**src/rtl/scb_pkg.sv**
```systemverilog
package scb_pkg;

  // Default sizes of the block.
  localparam int MAX_HITS_DEF       = 16;
  localparam int NUM_BARS_DEF       = 256;
  localparam int BARS_PER_PLANE_DEF = 50;

  // At most this many pairs are reported per event.
  localparam logic [6:0] MAX_PAIRS = 7'd64;

  // Serial multiplier operand and product widths.
  localparam int MUL_A_W = 34;
  localparam int MUL_B_W = 20;
  localparam int MUL_P_W = MUL_A_W + MUL_B_W;

  // Square root input and root widths.
  localparam int SQ_IN_W   = 40;
  localparam int SQ_ROOT_W = SQ_IN_W / 2;

  // Item modes.
  localparam logic [1:0] MODE_CAL = 2'd0;
  localparam logic [1:0] MODE_HIT = 2'd1;
  localparam logic [1:0] MODE_END = 2'd2;
  localparam logic [1:0] MODE_NOP = 2'd3;

  // Photomultiplier sides.
  localparam logic [1:0] SIDE_ONE = 2'd1;
  localparam logic [1:0] SIDE_TWO = 2'd2;

  // Configuration register indexes.
  localparam logic REG_FIRST_PLANE_HORIZ = 1'b0;
  localparam logic REG_TARGET_DISTANCE   = 1'b1;

  typedef struct packed {
    logic [1:0]         mode;
    logic [8:0]         bar_id;
    logic [1:0]         side;
    logic signed [31:0] hit_time;
    logic [15:0]        hit_charge;
    logic               cal_valid;
    logic [15:0]        cal_gain;
    logic signed [31:0] cal_offset;
    logic [15:0]        cal_speed;
  } in_item_t;

  typedef struct packed {
    logic [8:0]         pair_bar;
    logic signed [31:0] time_one;
    logic signed [31:0] time_two;
    logic signed [31:0] time_mean;
    logic [19:0]        charge_one;
    logic [19:0]        charge_two;
    logic [19:0]        charge_mean;
    logic signed [31:0] pos_x;
    logic signed [31:0] pos_y;
    logic [30:0]        pos_z;
    logic               last;
    logic               hits_dropped;
  } out_item_t;

  // One calibration table entry.
  typedef struct packed {
    logic               valid;
    logic [15:0]        gain;
    logic signed [31:0] offset;
    logic [15:0]        speed;
  } cal_entry_t;

  // One buffered hit; side_two is clear for side 1.
  typedef struct packed {
    logic [8:0]         bar;
    logic               side_two;
    logic signed [31:0] time_raw;
    logic [15:0]        charge;
  } hit_entry_t;

  // Clamp a wide signed value to the 32-bit signed range.
  function automatic logic signed [31:0] sat32(input logic signed [MUL_P_W-1:0] v);
    logic signed [31:0] r;
    if (v > $signed(MUL_P_W'(32'h7FFF_FFFF))) begin
      r = 32'sh7FFF_FFFF;
    end else if (v < -$signed(MUL_P_W'(33'h0_8000_0000))) begin
      r = 32'sh8000_0000;
    end else begin
      r = v[31:0];
    end
    return r;
  endfunction

endpackage

```
**src/rtl/scb_mul.sv**
```systemverilog
module scb_mul
  import scb_pkg::*;
(
  input  logic                      clk,
  input  logic                      rst,
  input  logic                      start,
  input  logic signed [MUL_A_W-1:0] a,
  input  logic [MUL_B_W-1:0]        b,
  output logic                      done,
  output logic signed [MUL_P_W-1:0] prod
);

  localparam int CNT_W = $clog2(MUL_B_W);

  logic                      busy;
  logic [CNT_W-1:0]          cnt;
  logic signed [MUL_A_W-1:0] areg;
  logic [MUL_B_W-1:0]        breg;
  logic signed [MUL_P_W-1:0] addend;

  // The multiplier is consumed one bit per cycle, most significant first.
  assign addend = breg[MUL_B_W-1] ? MUL_P_W'(areg) : '0;

  always_ff @(posedge clk) begin
    if (rst) begin
      busy <= 1'b0;
      done <= 1'b0;
      cnt  <= '0;
    end else begin
      done <= 1'b0;
      if (start) begin
        busy <= 1'b1;
        cnt  <= '0;
      end else if (busy) begin
        cnt <= cnt + 1'b1;
        if (cnt == CNT_W'(MUL_B_W - 1)) begin
          busy <= 1'b0;
          done <= 1'b1;
        end
      end
    end
  end

  // Shift-add datapath.
  always_ff @(posedge clk) begin
    if (start) begin
      areg <= a;
      breg <= b;
      prod <= '0;
    end else if (busy) begin
      prod <= (prod <<< 1) + addend;
      breg <= breg << 1;
    end
  end

endmodule

```
**config.mk**
```make
export PLATFORM = sky130hd
export DESIGN_NAME = scb_mul
export DESIGN_NICKNAME = d
export VERILOG_FILES = /design/src/rtl/scb_pkg.sv /design/src/rtl/scb_mul.sv
export SDC_FILE = /design/constraint.sdc
export NUM_CORES = 1
export LEC_CHECK = 0
export ABC_AREA = 1
export BUFFER_PORTS_ARGS = -buffer_cell sky130_fd_sc_hd__buf_2
export CAP_MARGIN = 10
export CORE_ASPECT_RATIO = 1.25
export CORE_UTILIZATION = 50
export DETAILED_ROUTE_END_ITERATION = 10
export GPL_ROUTABILITY_DRIVEN = 0
export PLACE_DENSITY = 0.73
export SYNTH_ARGS = -nofsm -noshare
export SYNTH_HDL_FRONTEND = slang
export SYNTH_SLANG_ARGS = --single-unit
```
**constraint.sdc**
```tcl
create_clock -name clk -period 2.9 [get_ports clk]
set_input_delay 0.58 -clock clk [delete_from_list [all_inputs] [get_ports clk]]
set_output_delay 0.58 -clock clk [all_outputs]
set_load 0.005 [all_outputs]
```
# After elaboration in Yosys (flattened, before gate mapping)
# Cells that the tools add are included.
[word_totals]
ff_bits = 115
output_inout_bits = 55
word_cells = 20
[classes]
n_addsub = 2
n_eq_ne = 1
muxes = 7
n_bitwise = 1
n_reduce_logical = 3
[ops]
columns = ["op", "count"]
rows = [
  ["adder 54 bit", 1],
  ["2-to-1 mux 54 bit", 1],
  ["2-to-1 mux 20 bit", 2],
  ["adder 5 x 1 -> 5 bit (second input constant)", 1],
  ["equality test 5 bit (second input constant)", 1],
  ["2-to-1 mux 1 bit", 4],
  ["OR reduction 3 bit", 1],
  ["nonzero test 2 bit", 1],
  ["OR reduction 2 bit", 1],
  ["inverter 1 bit", 1],
]

# Depth between registers and ports, before layout
[depth]
depth_word = 4
ltp_mapped = 22

# Worst setup path after synthesis
# OpenSTA, ideal clock, no wires.
[synth_timing]
kind = "reg-to-reg"
from = "register breg[19]"
to = "register prod[44]"
t_arrival_ns = 2.324
required_ns = 2.791
slack_ns = 0.467
stages_incl_launch_ff = 19
n_path_buf = 3
period_less_slack_ns = 2.433
path_cell_list = "edfxtp_1 > buf_6 > buf_2 > buf_1 > nand2_1 > inv_1 > ha_1 > a21oi_1 > nand2_1 > a21oi_1 > o21ai_0 > nand2_1 > nand2_1 > nand2_1 > nand2_1 > nand2_1 > nand3_1 > nand2_1 > inv_1"
[synth_between]
elab_chain_cells = 2
[synth_rtl]
columns = ["item", "line_no", "rtl"]
rows = [
  ["start: declaration", "scb_mul.sv:18", "logic [MUL_B_W-1:0] breg;"],
  ["start signal: assignment", "scb_mul.sv:52", "breg <= breg << 1;"],
  ["2-to-1 mux 54 bit", "scb_mul.sv:22", "assign addend = breg[MUL_B_W-1] ? MUL_P_W'(areg) : '0;"],
  ["adder 54 bit", "scb_mul.sv:51", "prod <= (prod <<< 1) + addend;"],
  ["end signal: assignment", "scb_mul.sv:51", ""],
  ["end: declaration", "scb_mul.sv:10", "output logic signed [MUL_P_W-1:0] prod"],
]
# Every way passes these cells.
# A chain may end at the register's enable or synchronous reset.

# Worst setup path after layout
[layout_timing]
from = "register breg[19]"
to = "register prod[39]"
# Same word-level chain as after synthesis.

==> metrics.txt <==
post-synthesis sequential area ratio=33.77%; total die area=0.01736 mm2; worst setup skew after layout=0.007885 ns; number of nets in the synthesized netlist=1418; Post-CTS Setup Bufs=0; endpoint kind of the worst setup timing path=register; met1 wire length=9929 um; clock tree sinks=115; outcome=complete, no violations; number of unique standard cell types used by synthesis=41; Inserted Clock Buffers=17; Int Pwr=3.481 mW; Syn Inst Count=1327; Inserted Diodes=0; Die Span Y=147.1 um; share of cells above drive strength 1=14.22%; detailed-route DRC error count=0; mapped cell area=0.008418 mm2; IO buf count=111; RSZ-0062 raised after global routing=no; Static Leakage=5.468 nW; buffers from clock root to sink, at most=2; 1st-iter DRT viols=699; largest net degree at the start of global routing=44; startpoint of the worst register-to-register path=breg[19]$_DFFE_PP_; number of antenna violations at the first check in global routing=0; transition time at the pin with the least slew margin=0.6353 ns; NumNets Final=1534; final worst path period share=93.10%; destination of the critical timing path=prod[39]$_SDFFE_PP0P_; DR WL met3=1406 um; class of the worst hold path=in2reg; element type at the critical path start=register; TritonCTS clock tree=done; maximum fanout count along the critical path=15; post-layout power=5.101 mW; CTS clock-pin slew for the worst setup and hold paths=0.06 ns; start point of the critical path=breg[19]$_DFFE_PP_; post-layout minimum cycle time=2.700 ns; highest metal layer with signal wires=met4; Die Span X=118.1 um; sequential share of power=37.8%; FP Rows=52; aggregate negative setup slack=0 ns; Setup violations, final=0; net switching component of the power=1.620 mW; length of routed met2 wiring=12110 um; Vias/cell=5.207; largest vdd supply drop=0.0003393 V; total global-route track usage=30.07%; clock network latency to the later pin of the worst-skew pair=0.43 ns; Vias=8706; flops & latches, synth=115; Pins Over Slew Limit=0; number of cell instances on the worst register-to-register path=15; GR Overflow Total=0; starting density of the core=51.55%; first-pass GRT wire length=40260 um; detailed-placement wirelength estimate=19390 um; buffer cell driving the clock tree root=sky130_fd_sc_hd__clkbuf_16; data required time of the worst path=3.24 ns; portion of total power attributed to combinational logic=21.8%; arrival time at the worst endpoint=3.04 ns; routed wire length=25310 um; Avg WL per Cell=15.14 um; antenna viol nets, final=0; number of hold violations in the final report=0; switch share=31.75%; synthesized area per cell=6.344 um2; most frequent cells in the layout=sky130_fd_sc_hd__nand2_1, sky130_fd_sc_hd__inv_1, sky130_fd_sc_hd__nor2_1; I/O pins=112; cell repeated most along the worst path=sky130_fd_sc_hd__inv_1; max-capacitance violation count=0; H-Tree Level Count=4; PD cells=519.8 mW/mm2; vias in the first global route=8408; cell-by-cell listing of the critical path=buf_4 -> nand2_1 -> inv_1 -> ha_2 -> nand2_1 -> nor2_1 -> inv_1 -> nor2_1 -> inv_1 -> nor2_1 -> nand3_1 -> nand4_1 -> nand3_1 -> nand2_1 -> inv_1; commonest non-fill, non-tap cell in the layout=sky130_fd_sc_hd__nand2_1; Setup Crit Path Kind=reg2reg; slack of the worst reg-to-reg path=0.20 ns; highest attainable clock frequency=370.4 MHz; number of buffers inserted by hold repair at cts=0; remaining max-slew budget at the tightest pin=57.20%; cell with the largest stage delay on the worst path=sky130_fd_sc_hd__edfxtp_1; router iterations before antenna repair=5; endpoint of the most critical register-to-register path=prod[39]$_SDFFE_PP0P_; Area Overhead vs Synth=16.57%; clock power share=40.4%; placeable core region=0.01633 mm2; Max stage delay on crit path=0.43 ns; Yosys Warn Count=0
[synth_stat cells, drive strengths merged]
| master | n | area (um2) |
|---|---|---|
| or2 | 4 | 25.02 |
| nor3 | 10 | 50.05 |
| o21ai | 45 | 225.2 |
| dfxtp | 61 | 1221 |
| a21o | 3 | 22.52 |
| nor3b | 1 | 7.510 |
| xor2 | 15 | 131.4 |
| o22ai | 2 | 12.51 |
| nand2b | 1 | 6.260 |
| edfxtp | 54 | 1622 |
| a31oi | 1 | 6.260 |
| nand3b | 1 | 7.510 |
| a32o | 5 | 50.05 |
| a22o | 2 | 17.52 |
| and2 | 3 | 18.77 |
| a21oi | 69 | 345.3 |
| nand2 | 490 | 1877 |
| xnor2 | 13 | 113.9 |
| nand4 | 8 | 50.05 |
| clkbuf | 17 | 63.81 |
| buf | 12 | 85.07 |
| nor2 | 159 | 671.9 |
| o21a | 1 | 7.510 |
| a41o | 1 | 10.01 |
| inv | 225 | 844.6 |
| ha | 33 | 412.9 |
| o21bai | 9 | 67.56 |
| nand3 | 78 | 400.4 |
| a41oi | 2 | 17.52 |
| fa | 1 | 20.02 |
| o211ai | 1 | 7.510 |
[metrics by stage]
step           worst slack (ns)  hold slack, ns  instance area, um2  utilization [%]  instances
5_1_grt                 0.01230          0.3136                9813            60.09       1672
3_5_place_dp             0.2400          0.4850                9223            56.47       1640
2_1_floorplan            0.4674          0.4634                8418                -       1327
6_report                 0.2000          0.3164                9813            60.09       1672
3_3_place_gp             0.2184          0.4807                9223            56.47       1640
4_1_cts                  0.2165          0.3105                9797            59.99       1672
[critical path: cells and delay by family, from the launching register on]
| kind | cells | cell delay, ns |
|---|---|---|
| adder cells (fa/ha/maj) | 1 | 0.38 |
| buffers and inverters | 5 | 0.45 |
| flip-flops | 1 | 0.43 |
| AND/OR/NAND/NOR | 9 | 1.32 |
[layer usage]
metal	GRT usage [%]	vias to the layer above
met4	23.97	0
li1	-	4372
met2	51.35	333
met3	5.047	111
met1	33.06	3890
met5	0	-
[what timing repair did]
item	in CTS	in global routing
gates resized for setup	0	7
endpoints found under the setup margin	0	6
endpoints found under the hold margin	0	0
[flip-flops by register name (all words and copies together), names as in the netlist]
signal,cells
prod,54
areg,34
breg,20
cnt,5
busy,1
done,1
[logic make-up (layout without fill, tap and decap cells)]
group	Yosys count	count (layout)	share of synthesized area, %
flops	115	115	33.77
xor+xnor	28	28	2.913
buf+inv	254	383	11.80
fa+ha+maj	34	34	5.143
compound gates	141	141	9.379
simple gates	755	755	36.99
[layout make-up]
type	count	area [um2]
well taps	216	270.3
repair buffers	126	683.2
fillers	1623	6518
inverters	225	844.6
clock inverters	10	100.1
clock buffers	22	474.2
multi-input cells	958	4598
flip-flops and latches	115	2843
[worst min path at each step]
| stage | slack [ns] | cells after the start | from | end |
|---|---|---|---|---|
| 6_report | 0.32 | 1 | a[2] | areg[2]$_DFFE_PP_ |
| 5_1_grt | 0.31 | 1 | a[4] | areg[4]$_DFFE_PP_ |
| 4_1_cts | 0.31 | 1 | a[2] | areg[2]$_DFFE_PP_ |
| 3_5_place_dp | 0.48 | 1 | cnt[4]$_SDFFE_PP0P_ | cnt[4]$_SDFFE_PP0P_ |
| 3_3_place_gp | 0.48 | 1 | areg[0]$_DFFE_PP_ | prod[0]$_SDFFE_PP0P_ |
| 2_1_floorplan | 0.46 | 1 | cnt[4]$_SDFFE_PP0P_ | cnt[4]$_SDFFE_PP0P_ |
[power groups by stage]
stage	combinational, mW	clock, mW	sequential [mW]
2_1_floorplan	0.738	0	1.94
3_3_place_gp	1.07	0	1.96
3_5_place_dp	1.09	0	1.96
4_1_cts	1.10	2.08	1.93
5_1_grt	1.24	2.14	1.94
6_report	1.11	2.06	1.93
Note: power is estimated with default switching activity, not from simulation.
