--- config.mk ---
export PLATFORM = sky130hd
export DESIGN_NAME = scb_isqrt
export DESIGN_NICKNAME = d
export VERILOG_FILES = /design/src/rtl/scb_pkg.sv /design/src/rtl/scb_isqrt.sv
export SDC_FILE = /design/constraint.sdc
export NUM_CORES = 1
export LEC_CHECK = 0
export ABC_AREA = 1
export BUFFER_PORTS_ARGS = -buffer_cell sky130_fd_sc_hd__buf_2
export CAP_MARGIN = 10
export CORE_ASPECT_RATIO = 0.9
export CORE_UTILIZATION = 45
export DETAILED_ROUTE_END_ITERATION = 10
export GPL_TIMING_DRIVEN = 0
export PLACE_DENSITY_LB_ADDON = 0.12
export SLEW_MARGIN = 25
export SYNTH_ARGS = -nofsm -noshare
export SYNTH_HDL_FRONTEND = slang
export SYNTH_SLANG_ARGS = --single-unit
--- constraint.sdc ---
create_clock -name clk -period 4.4 [get_ports clk]
set_input_delay 0.88 -clock clk [delete_from_list [all_inputs] [get_ports clk]]
set_output_delay 0.88 -clock clk [all_outputs]
set_load 0.03 [all_outputs]
--- src/rtl/scb_pkg.sv ---
package scb_pkg;

  // Default sizes of the block.
  localparam int MAX_HITS_DEF       = 16;
  localparam int NUM_BARS_DEF       = 256;
  localparam int BARS_PER_PLANE_DEF = 50;

  // At most this many pairs are reported per event.
  localparam logic [6:0] MAX_PAIRS = 7'd64;

  // Serial multiplier operand and product widths.
  localparam int MUL_A_W = 34;
  localparam int MUL_B_W = 20;
  localparam int MUL_P_W = MUL_A_W + MUL_B_W;

  // Square root input and root widths.
  localparam int SQ_IN_W   = 40;
  localparam int SQ_ROOT_W = SQ_IN_W / 2;

  // Item modes.
  localparam logic [1:0] MODE_CAL = 2'd0;
  localparam logic [1:0] MODE_HIT = 2'd1;
  localparam logic [1:0] MODE_END = 2'd2;
  localparam logic [1:0] MODE_NOP = 2'd3;

  // Photomultiplier sides.
  localparam logic [1:0] SIDE_ONE = 2'd1;
  localparam logic [1:0] SIDE_TWO = 2'd2;

  // Configuration register indexes.
  localparam logic REG_FIRST_PLANE_HORIZ = 1'b0;
  localparam logic REG_TARGET_DISTANCE   = 1'b1;

  typedef struct packed {
    logic [1:0]         mode;
    logic [8:0]         bar_id;
    logic [1:0]         side;
    logic signed [31:0] hit_time;
    logic [15:0]        hit_charge;
    logic               cal_valid;
    logic [15:0]        cal_gain;
    logic signed [31:0] cal_offset;
    logic [15:0]        cal_speed;
  } in_item_t;

  typedef struct packed {
    logic [8:0]         pair_bar;
    logic signed [31:0] time_one;
    logic signed [31:0] time_two;
    logic signed [31:0] time_mean;
    logic [19:0]        charge_one;
    logic [19:0]        charge_two;
    logic [19:0]        charge_mean;
    logic signed [31:0] pos_x;
    logic signed [31:0] pos_y;
    logic [30:0]        pos_z;
    logic               last;
    logic               hits_dropped;
  } out_item_t;

  // One calibration table entry.
  typedef struct packed {
    logic               valid;
    logic [15:0]        gain;
    logic signed [31:0] offset;
    logic [15:0]        speed;
  } cal_entry_t;

  // One buffered hit; side_two is clear for side 1.
  typedef struct packed {
    logic [8:0]         bar;
    logic               side_two;
    logic signed [31:0] time_raw;
    logic [15:0]        charge;
  } hit_entry_t;

  // Clamp a wide signed value to the 32-bit signed range.
  function automatic logic signed [31:0] sat32(input logic signed [MUL_P_W-1:0] v);
    logic signed [31:0] r;
    if (v > $signed(MUL_P_W'(32'h7FFF_FFFF))) begin
      r = 32'sh7FFF_FFFF;
    end else if (v < -$signed(MUL_P_W'(33'h0_8000_0000))) begin
      r = 32'sh8000_0000;
    end else begin
      r = v[31:0];
    end
    return r;
  endfunction

endpackage

--- src/rtl/scb_isqrt.sv ---
module scb_isqrt
  import scb_pkg::*;
(
  input  logic                 clk,
  input  logic                 rst,
  input  logic                 start,
  input  logic [SQ_IN_W-1:0]   v,
  output logic                 done,
  output logic [SQ_ROOT_W-1:0] root
);

  localparam int CNT_W = $clog2(SQ_ROOT_W);
  localparam int REM_W = SQ_ROOT_W + 2;

  logic               busy;
  logic [CNT_W-1:0]   cnt;
  logic [SQ_IN_W-1:0] vreg;
  logic [REM_W-1:0]   rem;
  logic [REM_W+1:0]   rem_sh;
  logic [REM_W+1:0]   trial;
  logic               fits;

  // Bring down two radicand bits and try the next root bit.
  assign rem_sh = {rem, vreg[SQ_IN_W-1 -: 2]};
  assign trial  = {2'b00, root, 2'b01};
  assign fits   = rem_sh >= trial;

  always_ff @(posedge clk) begin
    if (rst) begin
      busy <= 1'b0;
      done <= 1'b0;
      cnt  <= '0;
    end else begin
      done <= 1'b0;
      if (start) begin
        busy <= 1'b1;
        cnt  <= '0;
      end else if (busy) begin
        cnt <= cnt + 1'b1;
        if (cnt == CNT_W'(SQ_ROOT_W - 1)) begin
          busy <= 1'b0;
          done <= 1'b1;
        end
      end
    end
  end

  // One root bit per cycle.
  always_ff @(posedge clk) begin
    if (start) begin
      vreg <= v;
      rem  <= '0;
      root <= '0;
    end else if (busy) begin
      vreg <= vreg << 2;
      if (fits) begin
        rem  <= REM_W'(rem_sh - trial);
        root <= {root[SQ_ROOT_W-2:0], 1'b1};
      end else begin
        rem  <= REM_W'(rem_sh);
        root <= {root[SQ_ROOT_W-2:0], 1'b0};
      end
    end
  end

endmodule

* Yosys cells after proc, flatten, opt, wreduce, memory -nomap -nowiden
Cells that the tools add are included.
** Storage, ports and cells
- Flip-flop bits (word level) :: 89
- Latch bits :: 0
- Memory bits (writable) :: 0
- Bits in read-only memories :: 0
- Input bits :: 43
- Output and inout bits :: 21
- Memories :: 0
** Operators by class
- Add/subtract/negate cells :: 2
- $mul :: 0
- Divide/modulo/power cells :: 0
- Order comparisons :: 1
- Equality and inequality tests :: 1
- Shift operators :: 0
- Multiplexer cells :: 8
- Bitwise logic cells :: 1
- Reduce and logical (&&, ||, !) cells :: 3
** Operators by type and width (number)
- $mux W40 :: 2
- $ge A24 B22 Y1 :: 1
- $mux W22 :: 1
- $sub A22 B22 Y22 :: 1
- $add A5 B1 Y5 const B :: 1
- $eq A5 B5 Y1 const B :: 1
- $mux W1 :: 5
- $reduce_or A3 Y1 :: 1
- $reduce_bool A2 Y1 :: 1
- $reduce_or A2 Y1 :: 1
- $not A1 Y1 :: 1

* Logic depth before layout (Yosys ltp)
- Word-level depth :: 4
- Mapped depth :: 16
- Gate-level depth less buffers :: 16

* Worst setup path before layout
OpenSTA, ideal clock, no wires.
- Path type :: input-to-reg
- From :: in start
- To :: reg vreg[0], enable pin
- Setup time :: 420 ps
- Arrival :: 2543 ps
- Setup slack :: 1437 ps
- Stages on the path :: 4
- Path buffers :: 2
- Cells stage by stage :: clkbuf_1 > nor2_1 > inv_1 > clkbuf_1
** On the way
- Cells in the longest elaborated chain, start to end :: 1
** Ends and longest elaborated chain
- from (decl) :: RTL line scb_isqrt.sv:6 : input logic start,
- $reduce_bool A2 Y1 (no line)
- to (signal assigned) :: RTL line scb_isqrt.sv:51 : vreg <= v;
- to (signal assigned) :: RTL line scb_isqrt.sv:55 : vreg <= vreg << 2;
- to (decl) :: RTL line scb_isqrt.sv:17 : logic [SQ_IN_W-1:0] vreg;
No other way between the ends.
A chain may end at the register's enable or synchronous reset.

* Final worst setup path
- From :: reg root[9]
- To :: reg rem[5]
** On the way
- Cells in the longest elaborated chain, start to end :: 2
** Ends and longest elaborated chain
- from (decl) :: RTL line scb_isqrt.sv:9 : output logic [SQ_ROOT_W-1:0] root
- from (signal assigned) :: RTL line scb_isqrt.sv:58 : root <= {root[SQ_ROOT_W-2:0], 1'b1};
- from (signal assigned) :: RTL line scb_isqrt.sv:61 : root <= {root[SQ_ROOT_W-2:0], 1'b0};
- $ge A24 B22 Y1 :: RTL line scb_isqrt.sv:26 : assign fits = rem_sh >= trial;
- $mux W22 :: RTL line scb_isqrt.sv:56 : if (fits) begin
- to (signal assigned) :: RTL line scb_isqrt.sv:57 : rem <= REM_W'(rem_sh - trial);
- to (signal assigned) :: RTL line scb_isqrt.sv:60 : rem <= REM_W'(rem_sh);
- to (decl) :: RTL line scb_isqrt.sv:18 : logic [REM_W-1:0] rem;
No other way between the ends.

==> run_results.csv <==
group,metric,value,unit
sta,rsz0062_at_grt,"no",
route,vias,4822,
route,routedWlPerCell,13.17,um
job,cap_violations,0,
sta,finalCritPeriodShare,0.5101,
floorplan,die_y,104.8,um
clock_network,ctsResizeCount,0,
route,drc,0,
min_path,holdPathStages,1,
critical_path,worstPathRequired,4.68,ns
critical_path,cp-start-kind,"register",
critical_path,crit_path_max_fanout,10,
pwr,comb_power_share,0.484,
route,drt_pass1_iterations,5,
clock_network,clk_pin_slew,0.06,ns
sta,drv_slew,0,
pwr,switching_share,0.4250,
layout,synthToLayoutAreaGrowth,14.86,%
placement,gp_congestion,0.9086,
synthesis,synth.net_count,823,
pwr,ir_worst_vdd,216.1,uV
pwr,p_sw,0.001409,W
status,outcome,"completed",
floorplan,core-area,11430,um^2
route,vias_per_cell,4.866,
critical_path,crit_type,"register to register",
global_routing,antenna_found_initial,0,
critical_path,crit_path_start,"root[9]$_SDFFE_PP0P_",
layout,drive_gt1_frac,0.1329,
sta,setup_violations,0,
synthesis,synth_common_cells,"nand2_1 (289), inv_1 (112), nor2_1 (72), dfxtp_1 (49), nand3_1 (41)",
sta,fin_setup_tns,0,ns
pwr,p_int,0.001907,W
sta,hold_viol,0,
synthesis,synthTopCellsByArea,"edfxtp_1 (23%), nand2_1 (21%), dfxtp_1 (19%), inv_1 (8.0%), ha_1 (5.5%)",
sta,slew_headroom,0.5556,
synthesis,yosys_warnings,0,
critical_path,endpoint_kind,"register",
synthesis,syn_avg_cell_area,6.975,um^2
critical_path,reg2reg_depth,14,
floorplan,die_w,116.2,um
pwr,power.density,546.8,nW/um^2
placement,dp_hpwl,9926,um
clock_network,cts_root_buf,"clkbuf_16",
global_routing,grt_pass1_vias,4529,
critical_path,r2r_start,"root[9]$_SDFFE_PP0P_",
clock_network,cts_setup_buffers,0,
clock_network,hold_buffers,0,
synthesis,yosysSeqAreaShare,0.4133,
placement,place_ws,1.968,ns
synthesis,synth_ff_type,"dfxtp_1",
sta,min_period,2.244,ns
route,drtIter0Drc,297,
clock_network,cts.sinks,89,
floorplan,dieArea,12170,um^2
route,wl,13050,um
min_path,worstHoldPathType,"register to register",
clock_network,clockBufferDepth,2,
clock_network,clock_latency,0.35,ns
floorplan,start_util,0.4618,
sta,fmaxAchievable,445.6,MHz
floorplan,num_rows,37,
clock_network,h-tree-depth,3,
min_path,hp-start,"cnt[4]$_SDFFE_PP0P_",
synthesis,async_reset_ff_frac,0,
global_routing,grt-ovfl-total,0,
synthesis,ys_seq_elements,89,
pwr,cellLeakagePower,3.098,nW
clock_network,tritoncts.num_buffers,9,
global_routing,grt_start_max_net_pins,50,
synthesis,syn-cell-area,5280,um^2
floorplan,pin_count,64,
global_routing,grt.total_usage,0.2317,
pwr,power,0.003316,W
clock_network,cts_tree,"done",
synthesis,synthCells,757,
layout,final_nets,896,
synthesis,synth_top_area_cell,"edfxtp_1",
synthesis,synth_top_area_frac,0.2275,
layout,diodes,0,
pwr,seqPwrFrac,0.300,
synthesis,synth.distinct_cells,41,
sta,finClkSkew,0.007082,ns
synthesis,synth_edf_count,40,
sta,worst_pin_slew,0.6666,ns
sta,setup_slack,2.156,ns
pwr,p_clk_frac,0.216,
synthesis,yosysMostFrequentCell,"nand2_1",
global_routing,grt_pass1_wl,21540,um
critical_path,crit_arrival,2.53,ns
placement,numPortBuffers,62,
route,ant_nets,0,
[cells by family after synthesis]
logic type,Yosys count,synth area share
and+or+nand+nor,440,0.3491
buffers and inverters,138,0.1043
DFF,89,0.4133
AOI/OAI and AO/OA,59,0.06564
adders and majority gates,23,0.05450
xor gates and xnor gates,8,0.01327
[cells in the final DEF (no fill, tap or decap), types with 2 or more instances in the layout]
cell type | Yosys | final
nand2_1 | 289 | 289
o21ai_1 | 7 | 7
dfxtp_1 | 49 | 49
a21oi_1 | 18 | 18
xnor2_1 | 2 | 2
nand3_2 | 4 | 4
ha_1 | 23 | 23
a21oi_2 | 3 | 3
clkinv_1 | 2 | 2
inv_1 | 112 | 112
clkbuf_16 | 0 | 9
nand3_1 | 41 | 41
inv_2 | 2 | 2
nor2_4 | 2 | 2
o22ai_1 | 19 | 19
nor2_1 | 72 | 72
nand2_2 | 6 | 6
and2_1 | 2 | 2
nand4_1 | 5 | 5
o21ai_0 | 5 | 5
clkbuf_1 | 13 | 14
buf_2 | 2 | 64
buf_1 | 3 | 3
nor3_1 | 5 | 5
xor2_1 | 6 | 6
nor2_2 | 8 | 8
clkinvlp_4 | 0 | 2
o211ai_1 | 2 | 2
buf_6 | 2 | 2
edfxtp_1 | 40 | 40
[layer usage]
layer | track usage | up-vias | part of all wire
li1 | - | 2507 | -
met1 | 0.3222 | 2203 | 0.50
met2 | 0.3525 | 93 | 0.44
met3 | 0.06032 | 19 | 0.046
met4 | 0.06410 | 0 | 0.018
met5 | 0 | - | 0
[worst max-delay path: stages, from the launching register on]
cell and delay, ns:
dfxtp_1 0.32, inv_1 0.07, ha_1 0.37, a21oi_1 0.25
nand2_1 0.14, nand2_1 0.07, nand2_1 0.08, nand2_2 0.10
nand3_1 0.09, nor2_2 0.15, nand2_1 0.12, buf_6 0.17
nor2_1 0.11, nor2_1 0.06, nor2_1 0.07
[registers in the layout (all words and copies together), names as in the netlist]
name / flops
root: 20
busy: 1
vreg: 40
done: 1
rem: 22
cnt: 5
[power by group through the flow]
stage	logic (W)	clock network [W]	registers, W
2_1_floorplan	0.00122	0	0.00101
3_3_place_gp	0.00156	0	0.00101
3_5_place_dp	0.00158	0	0.00101
4_1_cts	0.00159	0.000735	0.000994
5_1_grt	0.00180	0.000771	0.00100
6_report	0.00160	0.000717	0.000994
[metrics by stage]
step	hold WS, ns	area, um^2	util	instances
2_1_floorplan	0.4540	5280	-	757
3_3_place_gp	0.4785	5786	0.5060	975
3_5_place_dp	0.4837	5789	0.5063	975
4_1_cts	0.4989	6065	0.5304	991
5_1_grt	0.5255	6065	0.5304	991
6_report	0.4946	6065	0.5304	991
[final timing paths]
path | end | slack (ns)
worst min register to register | cnt[4]$_SDFFE_PP0P_ | 0.49
worst min-delay path | cnt[4]$_SDFFE_PP0P_ | 0.49
worst max-delay path | rem[5]$_SDFFE_PP0P_ | 2.16
worst max register to register | rem[5]$_SDFFE_PP0P_ | 2.16
[layout make-up]
| class | instances | area, um^2 |
|---|---|---|
| Fill cell | 1155 | 5370 |
| Multi-Input combinational cell | 530 | 2547 |
| Sequential cell | 89 | 2182 |
| Inverter | 116 | 435.4 |
| Timing Repair Buffer | 62 | 310.3 |
| Clock buffer | 12 | 246.5 |
| Tap cell | 156 | 195.2 |
| Buffer | 22 | 118.9 |
| Clock inverter | 4 | 28.78 |
Note: power is estimated with default switching activity, not from simulation.
