## src/rtl/scb_ram.sv

```systemverilog
module scb_ram #(
  parameter int WIDTH = 8,
  parameter int DEPTH = 16
) (
  input  logic                     clk,
  input  logic                     we,
  input  logic [$clog2(DEPTH)-1:0] waddr,
  input  logic [WIDTH-1:0]         wdata,
  input  logic [$clog2(DEPTH)-1:0] raddr,
  output logic [WIDTH-1:0]         rdata
);

  logic [WIDTH-1:0] mem [DEPTH];

  // One write port and one registered read port.
  always_ff @(posedge clk) begin
    if (we) begin
      mem[waddr] <= wdata;
    end
    rdata <= mem[raddr];
  end

endmodule

```

## config.mk

```make
export PLATFORM = sky130hd
export DESIGN_NAME = scb_ram
export DESIGN_NICKNAME = d
export VERILOG_FILES = /design/src/rtl/scb_ram.sv
export SDC_FILE = /design/constraint.sdc
export NUM_CORES = 1
export LEC_CHECK = 0
export ABC_AREA = 1
export ABC_CLOCK_PERIOD_IN_PS = 2600
export BUFFER_PORTS_ARGS = -buffer_cell sky130_fd_sc_hd__buf_4
export CAP_MARGIN = 20
export CORE_MARGIN = 2
export CORE_UTILIZATION = 55
export DETAILED_ROUTE_END_ITERATION = 6
export GPL_TIMING_DRIVEN = 1
export MAX_ROUTING_LAYER = met4
export PLACE_DENSITY = 0.72
export SLEW_MARGIN = 5
export SYNTH_ARGS = -nofsm -noshare
export SYNTH_HDL_FRONTEND = slang
export SYNTH_SLANG_ARGS = --single-unit
export TNS_END_PERCENT = 100
```

## constraint.sdc

```tcl
create_clock -name clk -period 2.6 [get_ports clk]
set_input_delay 0.39 -clock clk [delete_from_list [all_inputs] [get_ports clk]]
set_output_delay 0.39 -clock clk [all_outputs]
set_load 0.1 [all_outputs]
```

* After elaboration in Yosys (flattened, before gate mapping)
Memory sizes are Yosys's and may differ from the RTL's. A register that Yosys moved wholly into a read port is not among the register bits.
Cells that the tools add are included.
** Storage, ports and cells
- Flip-flop bits (word level) :: 0
- Memory bits (writable) :: 128
- Input port bits :: 18
- Output and inout port bits :: 8
- Logic and storage cells :: 3
- Memories :: 1
** Memories
- mem :: depth 16, bits a word 8, read ports 1, clocked after Yosys merged registers in 1, write ports 1, line 13 : logic [WIDTH-1:0] mem [DEPTH];
** Operators by class
- Mux-type cells :: 2
** Operators by type and width (number)
- 2-to-1 mux 1 bit :: 2

* Logic depth before layout (Yosys ltp)
Gate-level depths: netlist of the first run.
- Depth after elaboration :: 2
- Mapped depth :: 8
- Depth with buffers taken out :: 7

* Worst setup path before layout of the first run
Ideal clock, no wire load.
- Path type :: input -> register
- From :: in waddr[2]
- To :: mem mem[10][0], enable pin
- Setup time :: 370 ps
- Arrival :: 971 ps
- Data required time :: 2230 ps
- Setup slack :: 1259 ps
- Stages :: 2
- Path buffers :: 0
- Path through :: nand3b_1 > nor2_1
** RTL lines
- start: declaration :: line 7 : input logic [$clog2(DEPTH)-1:0] waddr,
- end: declaration :: line 13
No word-level cell before the write port.

* Worst setup path in the final report of the first run
- From :: reg rdata[2] (read register of mem)
- To :: out rdata[2]
** RTL lines
- start: declaration :: line 10 : output logic [WIDTH-1:0] rdata
No word-level cell between the ends.

==> key figures, run 1 <==
Run status
  – Status: completed

Floorplan
  – Die ar.: between 10000 and 15000 sq um
  – Std cell rows: 37
  – Core Region: roughly 10000 sq um
  – Chip Width: between 100 and 150 um
  – Die Height: about 110 um
  – Initial core utilization: 0.564
  – Ports: 26

Clocking
  – Root Buffer: clkbuf_8
  – # H-tree levels: 4
  – Clock Tree Buf Depth: 2
  – Total CTS buffers: 17
  – Post-CTS Setup Bufs: 0
  – Worst-skew pair later-pin latency: approximately 0.54 ns
  – Worst-path clk slew: 0.06 ns
  – CTS tree: yes
  – Count of cells resized by post-cts repair: 0
  – Hold buffers post-CTS: 0
  – Clock Sinks: 136

Power
  – Net Sw Frac: 0.225
  – Internal power: between 4000 and 5000 uW
  – Clock Power Share: 0.464
  – Peak VDD IR: a little under 0.5 mV
  – Total power: 5360 uW
  – Leak: 0.00285 uW
  – Logic pwr share: 0.075
  – NetSw: 1200 uW
  – P per Cell Area: 810 nW/um^2
  – Seq pwr share: 0.461

Yosys
  – EDFF count, synth: approximately 130
  – Cell variety after synth: 12
  – Mean Syn Cell Area: between 10 and 15 sq um
  – Yosys reg bits: about 140
  – Synth Flop Type: edfxtp_1
  – Commonest cells post-synth: 173 x nand2_1, 128 x edfxtp_1, 100 x inv_1, 97 x nand3_1, 17 x nor2_1
  – Most frequent cell after synthesis: nand2_1
  – Sequential-to-total area share from yosys stat: 0.694
  – Synthesized area: approximately 5800 sq um
  – Synthesized instance count: 551
  – Post-synth ARST share: 0
  – Yosys warnings: 0
  – Area leader, netlist: edfxtp_1
  – Area contributors post-synth: edfxtp_1 67%, nand2_1 11%, nand3_1 8.4%
  – Post-synth top area share: 0.667
  – Net count after synthesis: approximately 570

Hold path
  – Hold endpoint: rdata[5]
  – Hold_sp: raddr[3]
  – Worst min path class: in -> reg
  – Hold depth: 3

Timing
  – Fin crit period: about 1.6 ns
  – Hold_ws: around 0.18 ns
  – Worst Clk Skew: between 0.01 and 0.015 ns
  – Slew HR: 0.462
  – Worst-margin pin slew: 0.805 ns
  – Max Clk Rate: between 600 and 700 MHz
  – Setup TNS: 0 ns
  – Final period util: 0.609
  – RSZ-0062 raised after global routing: false
  – Final Max Slew Viols: 0
  – Final setup viols: 0
  – Final-report hold violation count: 0

Critical path
  – Worst setup EP type: output pin
  – Worst path bufs/invs: 1
  – Cell family with most CP delay: flip-flops
  – CP cell instances: buf_4
  – Setup slack, reg-to-reg: between 1.5 and 2 ns
  – Crit path largest cell delay: ~0.36 ns
  – R2R Path Start: mem[0][3]
  – Kind of critical path: reg -> out
  – Worst R2R Path Depth: 6
  – Worst r2r dst: rdata[3]
  – Critical Path AT: between 1 and 1.5 ns
  – Crit start category: flip-flop
  – Slowest-stage cell, CP: dfxtp_1
  – Worst EP required: ~2.2 ns
  – CP Max Fanout: 1

Finish
  – Final net count: a little under 600
  – Synth-to-layout area growth: 14.7%
  – Layout cells sized above 1: 0.104
  – Antenna cells: 0

Global routing
  – GRT Util Overall: 0.246
  – Largest net degree at the start of global routing: 35
  – Initial antenna violation count: 0
  – Global-route wire length before repair: about 20000 um
  – GRT overflow: 0
  – Vias in the first global route: approximately 3700

Route
  – Antenna-violating nets left: 0
  – Pre-Repair DR Iteration Count: 5
  – DRC viols: 0
  – Vias per std cell: approximately 5.2
  – Vias post-DR: approximately 3800
  – DRT Wirelength: 12400 um
  – WL/cell: between 15 and 20 um
  – Starting DRT DRC Count: around 320

Placement
  – Hpwl dp: just under 8000 um
  – IO Port Bufs: 25
  – RePlAce Congestion: around 0.87

Run
  – Max-Cap Viols: 0
[through the flow]
stage / setup slack (ns) / util / instances / cell area [sq um]
finish: 1.02 / 0.646 / 723 / 6610
global route: 0.987 / 0.646 / 723 / 6610
CTS: 0.993 / 0.646 / 723 / 6610
detailed placement: 0.778 / 0.586 / 691 / 5990
global placement: 0.814 / 0.586 / 691 / 5990
floorplan: 1.26 / - / 551 / 5770
[registers in the layout, indices dropped and copies added (netlist names)]
signal	flops
mem	128
rdata	8
[worst max path at each step]
stage,startpoint,to,cells past startpoint
2_1_floorplan,waddr[2],mem[10][0],2
6_report,rdata[2],rdata[2],1
4_1_cts,rdata[2],rdata[2],1
3_3_place_gp,raddr[0],rdata[7],8
5_1_grt,rdata[2],rdata[2],1
3_5_place_dp,waddr[2],mem[8][3],3
[layout make-up]
| cell class | count | area (sq um) |
|---|---|---|
| flip-flops and latches | 136 | 4000 |
| clock buffers | 20 | 445 |
| inverters | 102 | 383 |
| clock inverters | 12 | 175 |
| multi-input cells | 289 | 1210 |
| repair buffers | 28 | 223 |
| fillers | 778 | 3620 |
| well taps | 136 | 170 |
[worst register-to-register path: cells and delay by family (launching register included)]
family                 cells  cell delay, ns
AND/OR/NAND/NOR            5            0.50
buffers and inverters      1            0.07
flip-flops                 1            0.36
[cells in the final DEF (no fill, tap or decap), drive strengths merged]
cell      synthesis  final
clkinvlp          0      3
dfxtp             8      8
nand3            97     97
clkinv            0      5
clkbuf            0     20
edfxtp          128    128
buf              24     28
nand2           173    173
nor2             17     17
bufinv            0      4
nand3b            2      2
inv             102    102
[cells by family after synthesis]
kind of cell,Yosys count,share of synthesized area
flops,136,0.694
buf+inv,126,0.0952
simple gates,289,0.210
[power groups by stage]
stage / registers (uW) / clock network (uW) / logic, uW
2_1_floorplan: 2610 / 0 / 173
3_3_place_gp: 2510 / 0 / 396
3_5_place_dp: 2510 / 0 / 400
4_1_cts: 2470 / 2490 / 403
5_1_grt: 2470 / 2600 / 436
6_report: 2470 / 2480 / 403
[routing by layer]
metal	track usage	vias to the layer above	share of wire
met5	-	-	0
met1	0.320	1785	0.41
met2	0.380	161	0.50
li1	-	1819	-
met4	0.0846	0	0.020
met3	0.0650	26	0.073
Note: power is estimated with default switching activity, not from simulation.
==> run 2, diff against run 1 <==
--- a/config.mk
+++ b/config.mk
@@ -6,7 +6,7 @@
 export NUM_CORES = 1
 export LEC_CHECK = 0
 export ABC_AREA = 1
-export ABC_CLOCK_PERIOD_IN_PS = 2600
+export ABC_CLOCK_PERIOD_IN_PS = 1300
 export BUFFER_PORTS_ARGS = -buffer_cell sky130_fd_sc_hd__buf_4
 export CAP_MARGIN = 20
 export CORE_MARGIN = 2
@@ -14,7 +14,7 @@
 export DETAILED_ROUTE_END_ITERATION = 6
 export GPL_TIMING_DRIVEN = 1
 export MAX_ROUTING_LAYER = met4
-export PLACE_DENSITY = 0.72
+export PLACE_DENSITY = 0.75
 export SLEW_MARGIN = 5
 export SYNTH_ARGS = -nofsm -noshare
 export SYNTH_HDL_FRONTEND = slang
==> constraint.sdc (replaced) <==
create_clock -name clk -period 1.3 [get_ports clk]
set_input_delay 0.195 -clock clk [delete_from_list [all_inputs] [get_ports clk]]
set_output_delay 0.195 -clock clk [all_outputs]
set_load 0.1 [all_outputs]
==> run 2 against run 1 <==
  * Cell count rose by 3.2%
  * Power rose by 97%
  * Via count rose by 5.1%
  * Clock-buffer cell count fell by 3
  * Design area rose by 4.1%
  * Highest routed layer unchanged
==> key figures, run 2 (synthesis results as in run 1) <==
Run status
  – Status: completed (unchanged)

Finish
  – Largest registers: mem x128, rdata x8 (unchanged)
  – Layout cells sized above 1: 0.138 (was 0.104)
  – Most common cell after layout, fill and taps aside: nand2_1 (unchanged)
  – Antenna cells: 0 (unchanged)
  – Most frequent cells in the layout: 173 x nand2_1, 128 x edfxtp_1, 100 x inv_1 (unchanged)
  – Max FFs per register: 128 (unchanged)
  – Largest Register: mem (unchanged)
  – Synth-to-layout area growth: 19.4% (was 14.7%)
  – Final net count: 615 (was 592)
  – Fin area: 6880 sq um (was 6610 sq um)

Placement
  – RePlAce Congestion: 0.869 (was 0.872)
  – DP Worst Slack: 0.0588 ns (was 0.778 ns)
  – Placed inst area: 6220 sq um (was 5990 sq um)
  – IO Port Bufs: 25 (unchanged)
  – Hpwl dp: 7880 um (was 7780 um)

Timing
  – Max Clk Rate: between 700 and 800 MHz
  – Final Max Slew Viols: 0 (unchanged)
  – Worst-margin pin slew: 0.313 ns (was 0.805 ns)
  – Setup ws final: 0.0176 ns (was 1.02 ns)
  – Setup TNS: 0 ns (unchanged)
  – Slew HR: 0.791 (was 0.462)
  – Final-report hold violation count: 0 (unchanged)
  – RSZ-0062 raised after global routing: false (unchanged)
  – Final setup viols: 0 (unchanged)
  – Worst Clk Skew: 0.00563 ns (was 0.0134 ns)
  – Fin crit period: 1.28 ns
  – Final period util: 0.986

Hold path
  – Hold endpoint: mem[4][7] (was rdata[5])
  – Hold_sp: wdata[7] (was raddr[3])
  – Hold depth: 1 (was 3)
  – Worst min path class: in -> reg (unchanged)

Route
  – Vias per std cell: 5.34 (was 5.24)
  – Pre-Repair DR Iteration Count: 6 (was 5)
  – Vias post-DR: 3985 (was 3791)
  – WL/cell: 17.5 um (was 17.2 um)
  – DRT Wirelength: 13100 um (was 12400 um)
  – Starting DRT DRC Count: 373 (was 317)
  – Antenna-violating nets left: 0 (unchanged)
  – DRC viols: 0 (unchanged)

Critical path
  – Kind of critical path: reg -> out (unchanged)
  – Cell family with most CP delay: flip-flops (unchanged)
  – Crit path largest cell delay: 0.38 ns (was 0.36 ns)
  – CP Max Fanout: 1 (unchanged)
  – Critical Path AT: 1.09 ns (was 1.19 ns)
  – Worst path bufs/invs: 1 (unchanged)
  – CP cell instances: buf_12 (was buf_4)
  – Worst setup EP type: output pin (unchanged)
  – Worst r2r dst: rdata[3] (unchanged)
  – Crit start category: flip-flop (unchanged)
  – R2R Path Start: mem[14][3] (was mem[0][3])
  – Slowest-stage cell, CP: dfxtp_2 (was dfxtp_1)
  – Worst EP required: 1.11 ns (was 2.21 ns)
  – Setup slack, reg-to-reg: 0.28 ns (was 1.56 ns)
  – Worst R2R Path Depth: 6 (unchanged)

Power
  – Internal power: 8100 uW (was 4150 uW)
  – Seq pwr share: 0.468 (was 0.461)
  – Peak VDD IR: 0.958 mV (was 0.497 mV)
  – Net Sw Frac: 0.234 (was 0.225)
  – P per Cell Area: 1540 nW/um^2 (was 810 nW/um^2)
  – Total power: 10600 uW (was 5360 uW)
  – Logic pwr share: 0.086 (was 0.075)
  – NetSw: 2470 uW (was 1200 uW)
  – Clock Power Share: 0.446 (was 0.464)
  – Leak: 0.00299 uW (was 0.00285 uW)

Clocking
  – Root Buffer: clkbuf_8 (unchanged)
  – Worst-skew pair later-pin latency: 0.52 ns (was 0.54 ns)
  – CTS tree: yes (unchanged)
  – Clock Sinks: 136 (unchanged)
  – # H-tree levels: 4 (unchanged)
  – Total CTS buffers: 17 (unchanged)
  – Clock Tree Buf Depth: 2 (unchanged)
  – Worst-path clk slew: 0.06 ns (about the same)

Floorplan
  – Initial core utilization: 0.564 (unchanged)
  – Die Height: 106 um (unchanged)
  – Core Region: 10200 sq um (unchanged)
  – Die ar.: 11300 sq um (unchanged)
  – Ports: 26 (unchanged)
  – Std cell rows: 37 (unchanged)
  – Chip Width: 106 um (unchanged)

Global routing
  – Initial antenna violation count: 0 (unchanged)
  – Vias in the first global route: 4131 (was 3658)
  – GRT overflow: 0 (unchanged)
  – Global-route wire length before repair: 21100 um (was 19600 um)
  – Largest net degree at the start of global routing: 57 (was 35)
  – GRT Util Overall: 0.261 (was 0.246)

Run
  – Max-Cap Viols: 0 (unchanged)
[run 2: per-stage QoR]
stage / hold WS, ns / std cells / utilization
finish: 0.0270 / 746 / 0.673
global placement: 0.525 / 713 / 0.608
CTS: 0.0133 / 746 / 0.672
global route: 0.0283 / 746 / 0.673
detailed placement: 0.530 / 713 / 0.608
floorplan: 0.294 / 551 / -
[run 2: worst max path at each step]
stage / startpoint / end / cells after the start
2_1_floorplan: waddr[2] / mem[10][0] / 2
5_1_grt: rdata[1] / rdata[1] / 1
4_1_cts: rdata[5] / rdata[5] / 1
6_report: rdata[3] / rdata[3] / 1
3_3_place_gp: waddr[2] / mem[11][6] / 4
3_5_place_dp: waddr[0] / mem[0][6] / 5
[run 2: layout make-up]
| cell class | instances | area (sq um) |
|---|---|---|
| Timing Repair Buffer | 51 | 520 |
| Tap cell | 136 | 170 |
| Multi-Input combinational cell | 289 | 1210 |
| Fill cell | 710 | 3350 |
| Sequential cell | 136 | 4010 |
| Clock inverter | 15 | 176 |
| Inverter | 102 | 383 |
| Clock buffer | 17 | 414 |
[run 2: layer usage]
metal	vias to the layer above	wire [um]	global-route usage
li1	1868	-	-
met1	1851	4800	0.319
met2	230	6730	0.431
met3	36	1200	0.0484
met4	0	342	0.109
met5	-	0	-
[run 2: power groups by stage]
stage	sequential [uW]	clock, uW	combinational, uW
global placement	5020	0	840
finish	4950	4710	913
floorplan	5220	0	346
global route	4950	4920	984
CTS	4950	4740	911
detailed placement	5030	0	861
[run 2: timing repair]
item                                    CTS  global route
endpoints found under the hold margin     2             0
setup buffers                             0             0
resized for setup                        16             1
hold buffers                              1             0
endpoints found under the setup margin    8             1
==> run 3, diff against run 2 <==
--- a/config.mk
+++ b/config.mk
@@ -5,16 +5,14 @@
 export SDC_FILE = /design/constraint.sdc
 export NUM_CORES = 1
 export LEC_CHECK = 0
-export ABC_AREA = 1
+export ABC_AREA = 0
 export ABC_CLOCK_PERIOD_IN_PS = 1300
 export BUFFER_PORTS_ARGS = -buffer_cell sky130_fd_sc_hd__buf_4
 export CAP_MARGIN = 20
-export CORE_MARGIN = 2
-export CORE_UTILIZATION = 55
+export CORE_UTILIZATION = 45
 export DETAILED_ROUTE_END_ITERATION = 6
 export GPL_TIMING_DRIVEN = 1
 export MAX_ROUTING_LAYER = met4
-export PLACE_DENSITY = 0.75
 export SLEW_MARGIN = 5
 export SYNTH_ARGS = -nofsm -noshare
 export SYNTH_HDL_FRONTEND = slang
==> run 3 against run 2 <==
  * Clock skew is 0.00093 ns higher
  * Critical path depth rose by 2
  * Power increased by 0.29%
  * Cell count is 40% lower
  * Largest cell class unchanged
==> key figures, run 3 <==
Run status
  – Status: completed (unchanged)

Yosys
  – Yosys warnings: 0 (unchanged)
  – Most frequent cell after synthesis: edfxtp_1 (was nand2_1)
  – Cell variety after synth: 19 (was 12)
  – EDFF count, synth: 128 (unchanged)
  – Yosys reg bits: 136 (unchanged)
  – Synth Flop Type: edfxtp_1 (unchanged)
  – Sequential-to-total area share from yosys stat: 0.778 (was 0.694)
  – Synthesized area: 5150 sq um (was 5770 sq um)
  – Net count after synthesis: 247 (was 569)
  – Post-synth top area share: 0.747 (was 0.667)
  – Area contributors post-synth: edfxtp_1 75%, mux4_2 7.9%, mux4_1 7.1% (was edfxtp_1 67%, nand2_1 11%, nand3_1 8.4%)
  – Area leader, netlist: edfxtp_1 (unchanged)
  – Commonest cells post-synth: 128 x edfxtp_1, 18 x mux4_2, 16 x a22oi_1, 14 x mux4_1, 13 x nor2_1 (was 173 x nand2_1, 128 x edfxtp_1, 100 x inv_1, 97 x nand3_1, 17 x nor2_1)
  – Mean Syn Cell Area: 22.5 sq um (was 10.5 sq um)
  – Post-synth ARST share: 0 (unchanged)
  – Synthesized instance count: 229 (was 551)

Placement
  – RePlAce Congestion: 0.747 (was 0.869)
  – Placed inst area: 5820 sq um (was 6220 sq um)
  – IO Port Bufs: 25 (unchanged)
  – Hpwl dp: 6620 um (was 7880 um)
  – DP Cell Count: 417 (was 713)
  – DP Worst Slack: -0.247 ns (was 0.0588 ns)

Timing
  – Slew HR: 0.423 (was 0.791)
  – Final setup viols: 0 (unchanged)
  – Setup ws final: 0.0157 ns (was 0.0176 ns)
  – Final-report hold violation count: 0 (unchanged)
  – Worst-margin pin slew: 0.863 ns (was 0.313 ns)
  – Max Clk Rate: 779 MHz (was 780 MHz)
  – Final period util: 0.988 (was 0.986)
  – Final Max Slew Viols: 0 (unchanged)
  – RSZ-0062 raised after global routing: true (was false)
  – Worst Clk Skew: 0.00656 ns (was 0.00563 ns)
  – Fin crit period: 1.28 ns (about the same)

Floorplan
  – Core Region: 11000 sq um (was 10200 sq um)
  – Std cell rows: 38 (was 37)
  – Die ar.: 11900 sq um (was 11300 sq um)
  – Die Height: 109 um (was 106 um)
  – Initial core utilization: 0.469 (was 0.564)
  – Chip Width: 109 um (was 106 um)
  – Ports: 26 (unchanged)

Global routing
  – GR met3 Demand/Resource: 0.0484 (about the same)
  – Initial antenna violation count: 0 (unchanged)
  – Global-route wire length before repair: 15100 um (was 21100 um)
  – GRT overflow: 0 (unchanged)
  – Largest net degree at the start of global routing: 19 (was 57)
  – Met1 Resource Use GR: 0.242 (was 0.319)
  – Vias in the first global route: 2610 (was 4131)
  – M2 GR Usage: 0.305 (was 0.431)
  – GRT busiest layer: met2 (unchanged)
  – GRT Util Overall: 0.193 (was 0.261)

Route
  – Pre-Repair DR Iteration Count: 4 (was 6)
  – Starting DRT DRC Count: 101 (was 373)
  – Antenna-violating nets left: 0 (unchanged)
  – Vias per std cell: 5.52 (was 5.34)
  – DRT Wirelength: 9960 um (was 13100 um)
  – Vias post-DR: 2473 (was 3985)
  – DRC viols: 0 (unchanged)
  – WL/cell: 22.2 um (was 17.5 um)

Finish
  – Most common cell after layout, fill and taps aside: edfxtp_1 (was nand2_1)
  – Synth-to-layout area growth: 25.1% (was 19.4%)
  – Largest Register: mem (unchanged)
  – Util after Layout: 0.586 (was 0.673)
  – Fin cells: 448 (was 746)
  – Fin area: 6440 sq um (was 6880 sq um)
  – Most frequent cells in the layout: 128 x edfxtp_1, 49 x buf_4, 26 x mux4_2 (was 173 x nand2_1, 128 x edfxtp_1, 100 x inv_1)
  – Antenna cells: 0 (unchanged)
  – Final net count: 314 (was 615)
  – Largest registers: mem x128, rdata x8 (unchanged)
  – Layout cells sized above 1: 0.412 (was 0.138)
  – Max FFs per register: 128 (unchanged)

Clocking
  – Clock Sinks: 136 (unchanged)
  – # H-tree levels: 4 (unchanged)
  – CTS tree: yes (unchanged)
  – Worst-skew pair later-pin latency: 0.40 ns (was 0.52 ns)
  – Total CTS buffers: 17 (unchanged)
  – Post-CTS Setup Bufs: 0 (unchanged)
  – Root Buffer: clkbuf_16 (was clkbuf_8)
  – Clock Tree Buf Depth: 2 (unchanged)
  – Worst-path clk slew: 0.05 ns (was 0.06 ns)

Critical path
  – Critical Path AT: 1.57 ns (was 1.09 ns)
  – Worst r2r dst: rdata[4] (was rdata[3])
  – Crit start category: flip-flop (unchanged)
  – Kind of critical path: reg -> reg (was reg -> out)
  – Worst R2R Path Depth: 3 (was 6)
  – Worst EP required: 1.59 ns (was 1.11 ns)
  – Worst setup EP type: flip-flop (was output pin)
  – Setup slack, reg-to-reg: 0.02 ns (was 0.28 ns)
  – R2R Path Start: mem[11][4] (was mem[14][3])
  – CP Max Fanout: 1 (unchanged)

Run
  – Max-Cap Viols: 0 (unchanged)

Hold path
  – Worst min path class: in -> reg (unchanged)
  – Hold endpoint: mem[13][7] (was mem[4][7])
  – Hold_sp: wdata[7] (unchanged)
  – Hold depth: 1 (unchanged)

Power
  – Leak: 0.00220 uW (was 0.00299 uW)
  – P per Cell Area: 1650 nW/um^2 (was 1540 nW/um^2)
  – Peak VDD IR: 0.862 mV (was 0.958 mV)
## run 3: final cells by class
| class | count | area, sq um |
|---|---|---|
| fill | 807 | 4550 |
| timing repair buffer | 58 | 548 |
| tap | 140 | 175 |
| multi-input combinational | 83 | 1100 |
| clock inverter | 9 | 148 |
| sequential | 136 | 4000 |
| clock buffer | 22 | 464 |
## run 3: cells by family after synthesis
kind of cell    Yosys count  synth area share
buf+inv                  10            0.0168
simple gates             35            0.0318
flops                   136             0.778
mux                      32             0.150
compound gates           16            0.0233
## run 3: worst max path at each step
stage | start | to | slack [ns] | depth (start not counted)
final | mem[11][4] | rdata[4] | 0.02 | 3
after global routing | mem[11][4] | rdata[4] | -0.02 | 3
after CTS | mem[1][1] | rdata[1] | 0.004 | 3
after detailed placement | raddr[0] | rdata[0] | -0.25 | 5
after global placement | raddr[0] | rdata[4] | -0.25 | 5
after floorplan | raddr[0] | rdata[1] | -0.03 | 5
## run 3: worst max-delay path, stage by stage, from the launching register on
cell	delay [ns]
edfxtp_1	0.37
mux4_2	0.49
a22oi_2	0.25
nand2_1	0.07
## run 3: metal layers
metal / part of all wire / wire length, um
met5: 0 / 0
met4: 0.0099 / 99
met3: 0.049 / 487
met2: 0.51 / 5050
met1: 0.43 / 4330
## run 3: metrics by stage
step | hold WS, ns | TNS, ns | power (uW)
final | 0.0994 | 0 | 10600
after global routing | 0.0979 | -0.0465 | 10900
after CTS | 0.0926 | 0 | 10700
after detailed placement | 0.513 | -8.36 | 5770
after global placement | 0.501 | -7.74 | 5760
after floorplan | 0.294 | -0.213 | 5480
## run 3: where the power goes
group | total [uW] | leakage, uW | internal (uW) | switching [uW]
logic | 758 | 0.000676 | 274 | 484
registers | 4940 | 0.00122 | 4910 | 32.7
clock network | 4900 | 0.000300 | 3280 | 1620
total | 10600 | 0.00220 | 8460 | 2140
## run 3: what timing repair did
item | 4_1_cts | 5_1_grt
hold buffers | 0 | 0
pin swaps | 3 | 3
resized for setup | 8 | 7
cloned | 0 | 0
setup endpoints to repair | 6 | 7
